--- src/rtl/core/ftbc_pkg.sv ---
`timescale 1ns / 1ps
// ----------------------------------------------------------------------------
// ftbc_pkg
// shared widths, constants, codes and lane control types for the
// force/torque bias calibration and low-pass block
// ----------------------------------------------------------------------------
package ftbc_pkg;

  localparam int ID_W        = 29;
  localparam int VAL_W       = 32;
  localparam int ALPHA_W     = 16;
  localparam int CNT_W       = 16;
  localparam int STATUS_W    = 2;
  localparam int CFG_IDX_W   = 2;
  localparam int CFG_DATA_W  = 29;

  localparam int NUM_AXES    = 6;
  localparam int AXES_PER_CH = 3;
  localparam int NUM_CH      = 2;

  // accumulator holds up to 65535 samples of a 32 bit value
  localparam int ACC_W       = 48;
  localparam int DIV_STEPS   = ACC_W;
  localparam int DIV_CNT_W   = 6;

  // filter datapath widths
  localparam int DIFF_W      = VAL_W + 1;
  localparam int PROD_W      = 50;
  localparam int SUM_W       = 51;
  localparam int FRAC_W      = 16;
  localparam int QUOT_W      = SUM_W - FRAC_W;

  localparam logic [CNT_W-1:0]   COUNT_MAX   = 16'hFFFF;
  localparam logic [ALPHA_W-1:0] ALPHA_RESET = 16'd3932;
  localparam logic [CNT_W-1:0]   CALIB_RESET = 16'd100;

  localparam logic signed [VAL_W-1:0] VAL_MAX = 32'sh7FFF_FFFF;
  localparam logic signed [VAL_W-1:0] VAL_MIN = 32'sh8000_0000;

  localparam logic signed [SUM_W-1:0] RND_POS = 51'sd32768;
  localparam logic signed [SUM_W-1:0] RND_NEG = 51'sd32767;

  // register indexes
  localparam logic [CFG_IDX_W-1:0] REG_FORCE_ID    = 2'd0;
  localparam logic [CFG_IDX_W-1:0] REG_TORQUE_ID   = 2'd1;
  localparam logic [CFG_IDX_W-1:0] REG_ALPHA       = 2'd2;
  localparam logic [CFG_IDX_W-1:0] REG_CALIB_COUNT = 2'd3;

  // status codes
  localparam logic [STATUS_W-1:0] STATUS_CALIB   = 2'd0;
  localparam logic [STATUS_W-1:0] STATUS_VALID   = 2'd1;
  localparam logic [STATUS_W-1:0] STATUS_UNKNOWN = 2'd2;

  typedef struct packed {
    logic load;
    logic accum;
    logic bias_start;
    logic filt_start;
  } lane_ctrl_t;

  typedef struct packed {
    logic bias_done;
    logic filt_done;
  } lane_stat_t;

endpackage

--- src/rtl/core/ftbc_lane.sv ---
`timescale 1ns / 1ps
// ----------------------------------------------------------------------------
// ftbc_lane
// one axis lane: raw value, accumulator, bit-serial bias divider and
// first-order low-pass filter with rounding and saturation
// ----------------------------------------------------------------------------
module ftbc_lane (
  input  logic                                clk,
  input  logic                                rst_n,
  input  ftbc_pkg::lane_ctrl_t                ctrl,
  input  logic signed [ftbc_pkg::VAL_W-1:0]   raw_in,
  input  logic        [ftbc_pkg::CNT_W-1:0]   count,
  input  logic        [ftbc_pkg::ALPHA_W-1:0] alpha,
  output ftbc_pkg::lane_stat_t                stat,
  output logic signed [ftbc_pkg::VAL_W-1:0]   filt
);
  import ftbc_pkg::*;

  typedef enum logic [9:0] {
    L_IDLE = 10'b00_0000_0001,
    L_BABS = 10'b00_0000_0010,
    L_BRND = 10'b00_0000_0100,
    L_BDIV = 10'b00_0000_1000,
    L_BSAT = 10'b00_0001_0000,
    L_FDIF = 10'b00_0010_0000,
    L_FMUL = 10'b00_0100_0000,
    L_FSUM = 10'b00_1000_0000,
    L_FRND = 10'b01_0000_0000,
    L_FSAT = 10'b10_0000_0000
  } lane_state_t;

  lane_state_t                state_r;
  logic signed [VAL_W-1:0]    raw_r;
  logic signed [ACC_W-1:0]    acc_r;
  logic signed [VAL_W-1:0]    bias_r;
  logic signed [VAL_W-1:0]    filt_r;

  logic                       neg_r;
  logic [CNT_W-1:0]           den_r;
  logic [ACC_W-1:0]           numq_r;
  logic [CNT_W-1:0]           rem_r;
  logic [DIV_CNT_W-1:0]       step_r;

  logic signed [DIFF_W-1:0]   d_r;
  logic signed [PROD_W-1:0]   pa_r;
  logic signed [PROD_W-1:0]   pb_r;
  logic signed [SUM_W-1:0]    s_r;
  logic signed [SUM_W-1:0]    t_r;

  logic signed [ACC_W-1:0]    raw_ext;
  logic [ACC_W-1:0]           acc_mag;
  logic [CNT_W:0]             trial;
  logic                       fits;
  logic [CNT_W:0]             diff;
  logic signed [VAL_W-1:0]    bias_nxt;

  logic signed [ALPHA_W:0]    alpha_s;
  logic [ALPHA_W:0]           beta;
  logic signed [ALPHA_W+1:0]  beta_s;
  logic signed [PROD_W-1:0]   pa_nxt;
  logic signed [PROD_W-1:0]   pb_nxt;
  logic signed [QUOT_W-1:0]   q;
  logic signed [VAL_W-1:0]    filt_nxt;

  always_comb begin
    raw_ext = {{(ACC_W-VAL_W){raw_in[VAL_W-1]}}, raw_in};
    acc_mag = acc_r[ACC_W-1] ? ACC_W'(-acc_r) : ACC_W'(acc_r);

    trial = {rem_r, numq_r[ACC_W-1]};
    fits  = (trial >= {1'b0, den_r});
    diff  = trial - {1'b0, den_r};

    if (den_r == '0) begin
      bias_nxt = '0;
    end else if (!neg_r) begin
      bias_nxt = (|numq_r[ACC_W-1:VAL_W-1]) ? VAL_MAX : $signed(numq_r[VAL_W-1:0]);
    end else if ((|numq_r[ACC_W-1:VAL_W]) ||
                 (numq_r[VAL_W-1] && (|numq_r[VAL_W-2:0]))) begin
      bias_nxt = VAL_MIN;
    end else begin
      bias_nxt = $signed(VAL_W'(-numq_r[VAL_W-1:0]));
    end

    alpha_s = $signed({1'b0, alpha});
    beta    = (ALPHA_W+1)'((ALPHA_W+2)'(1) << ALPHA_W) - (ALPHA_W+1)'(alpha);
    beta_s  = $signed({1'b0, beta});
    pa_nxt  = alpha_s * d_r;
    pb_nxt  = beta_s * filt_r;

    q = t_r[SUM_W-1:FRAC_W];
    if ((&q[QUOT_W-1:VAL_W-1]) || !(|q[QUOT_W-1:VAL_W-1])) begin
      filt_nxt = q[VAL_W-1:0];
    end else begin
      filt_nxt = q[QUOT_W-1] ? VAL_MIN : VAL_MAX;
    end
  end

  always_ff @(posedge clk) begin
    if (!rst_n) begin
      state_r <= L_IDLE;
      raw_r   <= '0;
      acc_r   <= '0;
      bias_r  <= '0;
      filt_r  <= '0;
    end else begin
      if (ctrl.load) begin
        raw_r <= raw_in;
      end
      if (ctrl.accum) begin
        acc_r <= acc_r + raw_ext;
      end
      unique case (state_r)
        L_IDLE: begin
          if (ctrl.bias_start) begin
            state_r <= L_BABS;
          end else if (ctrl.filt_start) begin
            state_r <= L_FDIF;
          end
        end
        L_BABS: begin
          neg_r   <= acc_r[ACC_W-1];
          numq_r  <= acc_mag;
          den_r   <= count;
          state_r <= L_BRND;
        end
        L_BRND: begin
          // round to nearest, ties away from zero
          numq_r  <= numq_r + ACC_W'(den_r >> 1);
          rem_r   <= '0;
          step_r  <= '0;
          state_r <= L_BDIV;
        end
        L_BDIV: begin
          rem_r  <= fits ? diff[CNT_W-1:0] : trial[CNT_W-1:0];
          numq_r <= {numq_r[ACC_W-2:0], fits};
          step_r <= step_r + 1'b1;
          if (step_r == DIV_CNT_W'(DIV_STEPS - 1)) begin
            state_r <= L_BSAT;
          end
        end
        L_BSAT: begin
          bias_r  <= bias_nxt;
          state_r <= L_IDLE;
        end
        L_FDIF: begin
          d_r     <= DIFF_W'(raw_r) - DIFF_W'(bias_r);
          state_r <= L_FMUL;
        end
        L_FMUL: begin
          pa_r    <= pa_nxt;
          pb_r    <= pb_nxt;
          state_r <= L_FSUM;
        end
        L_FSUM: begin
          s_r     <= {pa_r[PROD_W-1], pa_r} + {pb_r[PROD_W-1], pb_r};
          state_r <= L_FRND;
        end
        L_FRND: begin
          t_r     <= s_r + (s_r[SUM_W-1] ? RND_NEG : RND_POS);
          state_r <= L_FSAT;
        end
        L_FSAT: begin
          filt_r  <= filt_nxt;
          state_r <= L_IDLE;
        end
        default: begin
          state_r <= L_IDLE;
        end
      endcase
    end
  end

  assign stat.bias_done = (state_r == L_BSAT);
  assign stat.filt_done = (state_r == L_FSAT);
  assign filt           = filt_r;

endmodule

--- config.mk ---
export PLATFORM = sky130hd
export DESIGN_NAME = ftbc_lane
export DESIGN_NICKNAME = d
export VERILOG_FILES = /design/src/rtl/core/ftbc_pkg.sv /design/src/rtl/core/ftbc_lane.sv
export SDC_FILE = /design/constraint.sdc
export NUM_CORES = 2
export LEC_CHECK = 0
export BUFFER_PORTS_ARGS = -buffer_cell sky130_fd_sc_hd__buf_2
export CAP_MARGIN = 10
export CELL_PAD_IN_SITES_DETAIL_PLACEMENT = 0
export CELL_PAD_IN_SITES_GLOBAL_PLACEMENT = 1
export CORE_ASPECT_RATIO = 1.2
export CORE_UTILIZATION = 53
export CTS_BUF_LIST = sky130_fd_sc_hd__clkbuf_4
export DETAILED_ROUTE_END_ITERATION = 12
export PLACE_DENSITY = 0.82
export REMOVE_ABC_BUFFERS = 1
export SLEW_MARGIN = 20
export SYNTH_ARGS = -nofsm -noshare
export SYNTH_HDL_FRONTEND = slang
export SYNTH_SLANG_ARGS = --single-unit
--- constraint.sdc ---
create_clock -name clk -period 16.1 [get_ports clk]
set_input_delay 4.83 -clock clk [delete_from_list [all_inputs] [get_ports clk]]
set_output_delay 4.83 -clock clk [all_outputs]
set_load 0.1 [all_outputs]
**Yosys cells after proc, flatten, opt, wreduce, memory -nomap -nowiden**

Index checks and enable logic that the tools add are counted.

- Register bits: 476
- Output and inout port bits: 34
- Word-level logic and storage cells: 77

- Add/sub/neg operators: 10
- $mul: 2
- Order comparisons: 1
- Equality and inequality tests: 13
- Mux-type cells: 16
- Reduce and logical (&&, ||, !) cells: 20

Operators with widths:

| cell | number |
|---|---|
| 2-to-1 mux 32 bit | 6 |
| one-hot mux 48 bit (3 select lines) | 1 |
| one-hot mux 10 bit (8 select lines) | 1 |
| adder 50 x 50 -> 51 bit | 1 |
| adder 51 x 17 -> 51 bit | 1 |
| multiplier 17 x 33 -> 50 bit | 1 |
| multiplier 18 x 32 -> 50 bit | 1 |
| adder 48 x 15 -> 48 bit | 1 |
| adder 48 x 32 -> 48 bit | 1 |
| 2-to-1 mux 48 bit | 1 |
| negator 48 bit | 1 |
| subtractor 32 x 32 -> 33 bit | 1 |
| 2-to-1 mux 16 bit | 2 |
| negator 32 bit | 1 |
| one-hot mux 16 bit (2 select lines) | 1 |
| OR reduction 31 bit | 1 |
| 2-to-1 mux 10 bit | 3 |
| greater-or-equal comparator 17 x 16 -> 1 bit | 1 |
| OR reduction 17 bit | 1 |
| subtractor 17 x 16 -> 17 bit, first input constant | 1 |
| zero test 16 bit | 1 |
| AND reduction 2 bit | 8 |
| OR reduction 16 bit | 1 |
| subtractor 16 bit | 1 |
| 22 further kinds | 23 |

**Depth between registers and ports, before layout**

- Depth after elaboration: 6
- Mapped depth: 36

**Least setup slack after synthesis**

OpenSTA, ideal clock, no wires.

- Kind: input port to flip-flop
- From: in rst_n
- To: reg pa_r[0] (enable)
- Library setup time: 0.702 ns
- Data arrival time: 12.788 ns
- Slack: 2.610 ns
- Stages on the path: 4
- Cell sequence: clkbuf_1 -> clkbuf_1 -> nand3_1 -> nor3b_1

- Longest elaborated chain between the ends: 1

Ends and longest elaborated chain:

| element | line | RTL |
|---|---|---|
| start: declaration | ftbc_lane.sv:9 | `input logic rst_n,` |
| AND reduction 2 bit (no source line) | n/a |  |
| end signal: assignment | ftbc_lane.sv:150 | `pa_r <= pa_nxt;` |
| end: declaration | ftbc_lane.sv:45 | `logic signed [PROD_W-1:0] pa_r;` |

No other way between the ends.
A chain may end at the register's enable or synchronous reset.

**Worst setup path in the final report**

- From: in alpha[4] (netlist bit)
- To: reg pb_r[48] (data pin)

- Longest elaborated chain between the ends: 2

Ends and longest elaborated chain:

| element | line | RTL |
|---|---|---|
| start: declaration | ftbc_lane.sv:13 | `input logic [ftbc_pkg::ALPHA_W-1:0] alpha,` |
| subtractor 17 x 16 -> 17 bit | ftbc_lane.sv:85 | `beta = (ALPHA_W+1)'((ALPHA_W+2)'(1) << ALPHA_W) - (ALPHA_W+1)'(alpha);` |
| multiplier 18 x 32 -> 50 bit | ftbc_lane.sv:88 | `pb_nxt = beta_s * filt_r;` |
| via pb_nxt[48] | ftbc_lane.sv:61 | `logic signed [PROD_W-1:0] pb_nxt;` |
| end signal: assignment | ftbc_lane.sv:151 | `pb_r <= pb_nxt;` |
| end: declaration | ftbc_lane.sv:46 | `logic signed [PROD_W-1:0] pb_r;` |

The timed path passes the listed nets, and every way through them passes these cells.

==> impl_results.md <==
- CP top delay family: adder cells
- Clock Tree Buf Depth: 3
- Final setup vio count: 0
- Die Height: 383 µm
- CTS tree: built
- Worst Path Required: 16.72 ns
- Hold_sp: bias_r[9]$_SDFFE_PN0P_
- Setup_tns: 0 ns
- Clock transition at path regs: 0.07 ns
- Slew headroom: 0.295
- Startpoint Class: primary input
- Setup ws final: 2.75 ns
- Fin. Hold Viols: 0
- FF-to-FF setup slack: 7.99 ns
- Status: complete, no violations
- Slew of the pin with the lowest slew margin: 1.06 ns
- Critical path's most frequent cell: fa_1
- Cts bufs inserted: 119
- Multi-input logic area: 46100 µm²
- Via count: 47800
- Worst clock skew: 0.0925 ns
- Worst Hold Path Cells: 2
- Worst hold path class: reg -> reg
- Total congestion overflow: 0
- Initial antenna violation count: 5
- Core box area: 120000 µm²
- Pre-CTS WS: 1.91 ns
- Final period util: 0.829
- Worst Path Max Fanout: 32
- Vias per cell: 5.54
- CP peak stage delay: 0.71 ns
- Detailed Place HPWL: 125 mm
- WL per Instance: 18.8 µm
- FP Rows: 139
- Leak: 32.3 nW
- 1st-pass router iterations: 5
- FF+latch area: 12300 µm²
- Die Area: 123000 µm²
- Syn Std Cell Area: 64200 µm²
- R2R cell count: 23
- Reg2reg start: d_r[10]$_DFFE_PP_
- DRT Wirelength: 162 mm
- Ys Warns: 0
- I/O pins: 104
- FMAX: 74.9 MHz
- Setup Fix Bufs, Post-CTS: 0
- WP buf/inv: 4
- Unrepaired setup endpoints after global routing: false
- Top sig layer: met5
- Syn Inst Count: 6985
- Starting density of the core: 0.535
- Endpoint type of the worst setup path: flip-flop
- Largest net degree at the start of global routing: 78
- Post-synth ARST share: 0
- Top FF cell, synth: edfxtp_1
- Area grow syn2layout: 5.69%
- Seq/Total Area, Yosys: 0.191
- Final ANT Viol Nets: 0
- PwrDens: 110 nW/µm²
- Worst hold endpoint: bias_r[9]$_SDFFE_PN0P_
- Metal-1 WL: 63.9 mm
- Number of max-cap violations: 0
- Vias in the first global route: 51100
- Met2 WL: 84.9 mm
- WL met3: 7.13 mm
- IO Port Bufs: 103
- Post-synth EDFFs: 306
- Filler instances: 10900
- Die width: 320 µm
- Hold-fix buffers, CTS: 0
- Initial DRC Count: 2418
- Unique cell type count in the Yosys netlist: 86
- Layout cells sized above 1: 0.0620
- Slowest cell on crit path: or4_1
- Crit Path Category: in -> reg
- Clk Latency, worst-skew pair: 0.95 ns
- Flops & latches, synth: 460
- Min Tclk post-route: 13.35 ns
- Peak VDD IR: 183 µV
- H-tree depth: 3
- R2r endpoint: pa_r[49]$_DFFE_PP_
- Nets: 8485
- Num Clock Sinks: 460
- Number of remaining DRC errors: 0
- WP data arrival: 13.97 ns
- First-pass GRT wire length: 265 mm
- Root Buffer: clkbuf_4
- Routability cong.: 0.884
- PostCTS Resize Cnt: 0
- Max-slew violation count: 0
- Syn Area/Cell: 9.20 µm²
- Total Routing Usage GR: 0.273
==> report_power, final <==
group / leakage (nW) / total [mW] / internal, mW / switching [mW]
Combinational: 27.2 / 4.83 / 2.08 / 2.75
Sequential: 4.11 / 1.60 / 1.54 / 0.0552
Clock: 0.947 / 1.07 / 0.547 / 0.518
==> how the worst max path moves through the flow <==
stage                     depth (start not counted)  slack [ns]  startpoint                 end
after floorplan                                  25        3.00    alpha[4]  pb_r[48]$_DFFE_PP_
after global placement                           29        2.00    alpha[4]  pb_r[48]$_DFFE_PP_
after detailed placement                         29        1.91    alpha[4]  pb_r[48]$_DFFE_PP_
after CTS                                        29        2.89    alpha[4]  pb_r[48]$_DFFE_PP_
after global routing                             31        2.34    alpha[1]  pb_r[48]$_DFFE_PP_
final                                            29        2.75    alpha[4]  pb_r[48]$_DFFE_PP_
==> worst register-to-register path, stage by stage (launching register included) <==
cell	delay [ns]
edfxtp_1	0.89
nand2_1	0.18
fa_1	0.56
inv_1	0.06
fa_1	0.53
inv_1	0.06
fa_1	0.49
fa_1	0.55
inv_1	0.05
fa_1	0.49
fa_1	0.44
ha_1	0.37
a21oi_1	0.22
a2bb2oi_1	0.17
a21oi_1	0.08
a311o_1	0.43
a311oi_2	0.40
o41ai_1	0.20
a31o_1	0.29
a221o_1	0.41
a31o_1	0.30
a221o_1	0.35
a21oi_2	0.15
xnor2_1	0.09
==> registers in the layout, summed over array words and instances (netlist names) <==
name     flops
s_r         51
pa_r        50
pb_r        50
acc_r       48
numq_r      48
t_r         35
d_r         33
bias_r      32
filt        32
raw_r       32
den_r       16
rem_r       16
state_r     10
step_r       6
neg_r        1
==> per-layer routing <==
layer / vias up / global-route usage
li1: 22200 / -
met1: 24100 / 0.323
met2: 1168 / 0.507
met3: 338 / 0.0281
met4: 2 / 0.105
met5: - / 0
==> synthesized netlist by cell type, drive strengths merged, types with 16 or more instances <==
library cell	n	area share
mux2i	77	0.012
xnor2	252	0.034
ha	416	0.081
dfxtp	154	0.048
inv	1293	0.076
and3	48	0.0047
fa	1029	0.32
or3	20	0.0020
edfxtp	306	0.14
o21bai	30	0.0035
nand3	81	0.0063
clkbuf	280	0.016
and2	467	0.045
nor3	69	0.0054
nand2	848	0.050
nor2b	38	0.0037
o221ai	24	0.0033
nand2b	40	0.0041
nor2	290	0.017
buf	31	0.0020
a31oi	37	0.0036
a21oi	326	0.026
a211oi	31	0.0037
a22oi	40	0.0047
xor2	99	0.013
a21o	123	0.014
o21ai	218	0.017
nand4	31	0.0030
o211ai	25	0.0029
nor4	23	0.0022
a21boi	18	0.0021
o31ai	20	0.0025
o21a	24	0.0028
nor3b	16	0.0019
==> cell usage in the layout (no fill, tap or decap), drive strengths merged, types with 14 or more instances in the layout <==
cell type     n
a211oi       31
a21boi       18
a21o        123
a21oi       326
a22oi        40
a31oi        37
and2        467
and3         48
buf         175
clkbuf      181
clkinv       40
dfxtp       154
edfxtp      306
fa         1029
ha          416
inv        1295
mux2i        77
nand2       848
nand2b       40
nand3        81
nand4        31
nor2        290
nor2b        38
nor3         69
nor3b        16
nor4         23
o211ai       25
o21a         24
o21ai       218
o21bai       30
o221ai       24
o31ai        20
o41ai        14
or3          20
or4          14
xnor2       252
xor2         99
==> cell families (layout without fill, tap and decap cells) <==
logic type / Yosys count / in the layout / synth area share
multiplexers: 79 / 79 / 0.0123
other: 0 / 2 / 0
flip-flops: 460 / 460 / 0.191
AND/OR/NAND/NOR: 2029 / 2029 / 0.153
XOR/XNOR: 351 / 351 / 0.0479
buffers and inverters: 1604 / 1694 / 0.0939
AO/OA/AOI/OAI: 1017 / 1017 / 0.101
adder cells (fa/ha/maj): 1445 / 1445 / 0.402
==> layout make-up <==
cell class,instances,share of cell area
clock buffer,181,0.0200
multi-input combinational,4921,0.679
inverter,1293,0.0715
sequential,460,0.181
timing repair buffer,175,0.0161
tap,1551,0.0286
antenna,2,0.0000737
clock inverter,45,0.00363
==> per-stage QoR <==
step,instance area [µm²],power (mW),util,hold slack [ns],cells
floorplan,63100,5.30,-,0.432,6674
global placement,66200,6.36,0.552,0.442,8398
detailed placement,66200,6.45,0.552,0.445,8398
CTS,67800,7.55,0.565,0.452,8624
global route,67900,8.22,0.566,0.470,8627
finish,67900,7.50,0.566,0.452,8628
No activity file was read; power rests on OpenSTA's default activity.
